`src/sv/hdd_pkg.sv`:
```
package hdd_pkg;

    localparam int IN_W              = 16;
    localparam int ANG_W             = 16;
    localparam int ERR_W             = 17;
    localparam int ACC_W             = 24;
    localparam int XY_W              = 27;
    localparam int SCALE_SH          = 8;
    localparam int CORDIC_STAGES_DEF = 16;
    localparam int MAX_STAGES        = 24;

    localparam logic [ACC_W-1:0] ACC_HALF_TURN = 24'h800000;
    localparam logic [ACC_W-1:0] ACC_ROUND     = 24'd128;
    localparam logic [ERR_W-1:0] HALF_TURN     = 17'd32768;

    localparam logic [1:0] DRIVE_NEG  = 2'b11;
    localparam logic [1:0] DRIVE_HOLD = 2'b00;
    localparam logic [1:0] DRIVE_POS  = 2'b01;

    // Angle of atan(2^-i) at 2^24 units per turn, rounded to nearest.
    localparam logic [ACC_W-1:0] ATAN_TABLE [0:MAX_STAGES-1] = '{
        24'd2097152, 24'd1238021, 24'd654136, 24'd332050,
        24'd166669,  24'd83416,   24'd41718,  24'd20860,
        24'd10430,   24'd5215,    24'd2608,   24'd1304,
        24'd652,     24'd326,     24'd163,    24'd81,
        24'd41,      24'd20,      24'd10,     24'd5,
        24'd3,       24'd1,       24'd1,      24'd0
    };

    typedef logic signed [XY_W-1:0] xy_t;
    typedef logic [ACC_W-1:0]       acc_t;

endpackage

```
`src/sv/hdd_cordic.sv`:
```
module hdd_cordic #(
    parameter int STAGES = hdd_pkg::CORDIC_STAGES_DEF
) (
    input  logic                             clk,
    input  logic [STAGES:0]                  en,
    input  logic signed [hdd_pkg::IN_W-1:0]  x_in,
    input  logic signed [hdd_pkg::IN_W-1:0]  y_in,
    output logic [hdd_pkg::ACC_W-1:0]        acc,
    output logic                             zero
);
    import hdd_pkg::*;

    xy_t  x_reg    [0:STAGES];
    xy_t  y_reg    [0:STAGES];
    acc_t acc_reg  [0:STAGES];
    logic zero_reg [0:STAGES];

    xy_t  x_ext;
    xy_t  y_ext;
    xy_t  x_pre_next;
    xy_t  y_pre_next;
    acc_t acc_pre_next;

    // The vector is folded into the right half plane before the rotations.
    always_comb
    begin
        x_ext = xy_t'(x_in);
        y_ext = xy_t'(y_in);
        if (x_in[IN_W-1])
        begin
            x_pre_next   = (-x_ext) <<< SCALE_SH;
            y_pre_next   = (-y_ext) <<< SCALE_SH;
            acc_pre_next = ACC_HALF_TURN;
        end
        else
        begin
            x_pre_next   = x_ext <<< SCALE_SH;
            y_pre_next   = y_ext <<< SCALE_SH;
            acc_pre_next = '0;
        end
    end

    always_ff @(posedge clk)
    begin
        if (en[0])
        begin
            x_reg[0]    <= x_pre_next;
            y_reg[0]    <= y_pre_next;
            acc_reg[0]  <= acc_pre_next;
            zero_reg[0] <= (x_in == '0) && (y_in == '0);
        end
    end

    for (genvar i = 0; i < STAGES; i++)
    begin : g_stage
        xy_t dx;
        xy_t dy;

        assign dx = x_reg[i] >>> i;
        assign dy = y_reg[i] >>> i;

        always_ff @(posedge clk)
        begin
            if (en[i+1])
            begin
                zero_reg[i+1] <= zero_reg[i];
                if (y_reg[i][XY_W-1])
                begin
                    x_reg[i+1]   <= x_reg[i] - dy;
                    y_reg[i+1]   <= y_reg[i] + dx;
                    acc_reg[i+1] <= acc_reg[i] - ATAN_TABLE[i];
                end
                else
                begin
                    x_reg[i+1]   <= x_reg[i] + dy;
                    y_reg[i+1]   <= y_reg[i] - dx;
                    acc_reg[i+1] <= acc_reg[i] + ATAN_TABLE[i];
                end
            end
        end
    end

    assign acc  = acc_reg[STAGES];
    assign zero = zero_reg[STAGES];

endmodule

```
`config.mk`:
```
export PLATFORM = sky130hd
export DESIGN_NAME = hdd_cordic
export DESIGN_NICKNAME = d
export VERILOG_FILES = /design/src/sv/hdd_pkg.sv /design/src/sv/hdd_cordic.sv
export SDC_FILE = /design/constraint.sdc
export NUM_CORES = 2
export LEC_CHECK = 0
export BUFFER_PORTS_ARGS = -buffer_cell sky130_fd_sc_hd__clkbuf_2
export CAP_MARGIN = 0
export CELL_PAD_IN_SITES_DETAIL_PLACEMENT = 0
export CELL_PAD_IN_SITES_GLOBAL_PLACEMENT = 1
export CORE_MARGIN = 5
export CORE_UTILIZATION = 44
export DETAILED_ROUTE_END_ITERATION = 16
export GPL_TIMING_DRIVEN = 0
export PLACE_DENSITY = 0.79
export SLEW_MARGIN = 10
export SYNTH_ARGS = -nofsm -noshare
export SYNTH_HDL_FRONTEND = slang
export SYNTH_SLANG_ARGS = --single-unit
```
`constraint.sdc`:
```
create_clock -name clk -period 6.5 [get_ports clk]
set_clock_uncertainty 0.1 [all_clocks]
set_input_delay 0.975 -clock clk [delete_from_list [all_inputs] [get_ports clk]]
set_output_delay 0.975 -clock clk [all_outputs]
set_load 0.05 [all_outputs]
```
==> impl_metrics.toml <==
[sta]
fin_tns_setup_ns = 0
holdWs_ns = 0.307
fin_crit_ns = 6.25
slew_headroom_pct = 10.5
maxSlewViolCount = 0
setup_violations = 0
finalCritPeriodShare_pct = 96.1
hold_viol_final = 0
worst_pin_slew_ns = 1.33
max_freq_mhz = 160

[cts]
ctsHoldBuffers = 0
htreeDepth = 4
clock_path_buffers = 3
insertion_delay_ns = 0.79
numCtsBuffers = 135
clk_pin_slew_ns = 0.06
cts_setup_buffers = 0
cts_tree = "yes"
cts_root_buffer = "clkbuf_16"
cts_sinks = 1079

[worst_setup_path]
critPathLaunchType = "register"
critPathMaxFanout = 17
ff2ff_path_depth = 18
startpoint = "y_reg[6][26]"
r2r_end = "x_reg[7][26]"
r2r_start = "y_reg[6][26]"
r2r_setup_slack_ns = 0.25
arrival_ns = 6.71
cp-end-kind = "register"
criticalPathCategory = "register to register"
critPathRequiredTime_ns = 6.96

[synthesis]
yosysSeqAreaShare_pct = 36.0
yosys.area.top_type = "edfxtp_1"
synth_top_area_share_pct = 36.0
synth_area_leaders = "edfxtp_1 36%, ha_1 15%, xnor2_1 8.6%"
synth_cell_types = 92
syn_avg_cell_area_um2 = 9.68
synth_flop_cell = "edfxtp_1"
synth_edf_count = 1079
ys_ff_latch = 1079
async_flop_share_pct = 0
syn_area_mm2 = 0.0899
yosysWarnings = 0
synth_cells = 9289

[global_routing]
gr-total-overflow = 0
grt_max_degree = 67
grt_pass1_wl_um = 364000
antenna_found_initial = 4
grt_use_total_pct = 21.1
grt_pass1_vias = 67100

[drt]
firstDrtPassIters = 6
drtAntennaViolNets = 0
routed_via_density = 5.68
num_vias = 70000
drc_errors = 0
drt_wl_total_um = 230000
avgRoutedWirePerCell_um = 18.7
drt_iter0_drc = 4854

[placed_design]
numPortBuffers = 73
place.gp.congestion = 0.908
dp_cells = 12100
dp_hpwl_um = 185000
placed_cell_area_mm2 = 0.0941

[hold_path]
hp-start = "acc_reg[12][1]"
hold_end = "acc_reg[13][1]"
hp-class = "register to register"
hold_depth = 0

[cells_and_area]
area_growth_pct = 9.57
nets = 10700
largest_reg_flops = 372
layout_common_cells = "1079 x edfxtp_1, 1058 x ha_1, 911 x a21oi_1"
final_common_cell = "edfxtp_1"
fin_cells = 12300
drive_above_1_share_pct = 4.50
fillers = 19000
fin_area_mm2 = 0.0985

[die]
core_mm2 = 0.204
start_util_pct = 44.1
fp.dieArea_mm2 = 0.213
die_w_um = 462
chipHeight_um = 462
num_io_pins = 75
rows = 166

[job]
max_cap_viol_count = 0

[outcome]
status = "completed"
-- cell usage after synthesis, types with 102 or more instances --
| master | n |
|---|---|
| o21bai_1 | 122 |
| ha_1 | 1058 |
| xnor2_1 | 885 |
| a21o_1 | 391 |
| a21oi_1 | 911 |
| nand2_1 | 487 |
| o21a_1 | 127 |
| edfxtp_1 | 1079 |
| nor2b_1 | 141 |
| clkbuf_1 | 138 |
| nor3_1 | 242 |
| o21ai_0 | 466 |
| xor2_1 | 423 |
| nand3_1 | 153 |
| a21boi_0 | 102 |
| nor2_1 | 746 |
| inv_1 | 462 |
| nand2b_1 | 151 |
-- critical path, cell delays in order, from the launching register on --
cell	delay, ns
edfxtp_1	0.36
clkbuf_1	0.19
nand2b_1	0.52
inv_1	0.41
clkbuf_1	0.49
clkbuf_4	0.47
nor2_1	0.10
xor2_1	0.16
ha_1	0.33
a21o_1	0.20
a21oi_1	0.32
o21bai_1	0.17
a2111oi_2	0.52
o31ai_1	0.22
a21oi_1	0.42
a21oi_1	0.13
a211oi_1	0.43
o21ai_0	0.20
xnor2_1	0.29
-- worst max-delay path by stage --
stage | end | slack (ns)
floorplan | x_reg[13][22] | 1.49
global placement | x_reg[9][25] | -0.70
detailed placement | x_reg[7][26] | -0.61
CTS | x_reg[7][26] | 0.32
global route | x_reg[7][26] | -0.001
finish | x_reg[7][26] | 0.25
-- cell families after synthesis --
group                      after synthesis  share of synthesized area (%)
buffers and inverters                  631                           2.65
xor gates and xnor gates              1308                           12.7
DFF                                   1079                           36.0
adders and majority gates             1095                           15.5
and+or+nand+nor                       2363                           12.7
muxes                                   62                          0.699
AOI/OAI and AO/OA                     2749                           19.7
other                                    2                        0.00835
-- final cells by class --
type / count / area, µm² / area share (%)
buffer: 163 / 692 / 0.702
timing repair buffer: 90 / 748 / 0.759
sequential: 1079 / 32400 / 32.9
antenna: 4 / 10.0 / 0.0102
multi-input combinational: 7581 / 55200 / 56.0
inverter: 468 / 1760 / 1.78
clock inverter: 83 / 830 / 0.842
tap: 2688 / 3360 / 3.41
clock buffer: 159 / 3550 / 3.61
-- routing by layer --
layer,global-route usage [%],share of wire [%],wire length (µm),vias to the layer above
met5,0,0.0052,12,-
met4,7.04,3.4,7720,2
met3,2.73,4.5,10400,357
met2,35.6,47,109000,1449
met1,27.9,45,103000,33300
li1,-,-,-,34800
-- per-stage QoR --
step,worst slack (ns),util (%)
4_1_cts,0.319,48.3
3_5_place_dp,-0.610,46.1
2_1_floorplan,1.49,-
3_3_place_gp,-0.696,45.9
5_1_grt,-0.00116,48.3
6_report,0.251,48.3
-- repair_timing --
| action | in CTS | in global routing |
|---|---|---|
| resized for setup | 1 | 2 |
| endpoints found under the hold margin | 0 | 0 |
| setup endpoints to repair | 2 | 1 |
Power is not shown: default switching activity piles up to over one toggle a cycle in this logic, so the estimate is an artifact.
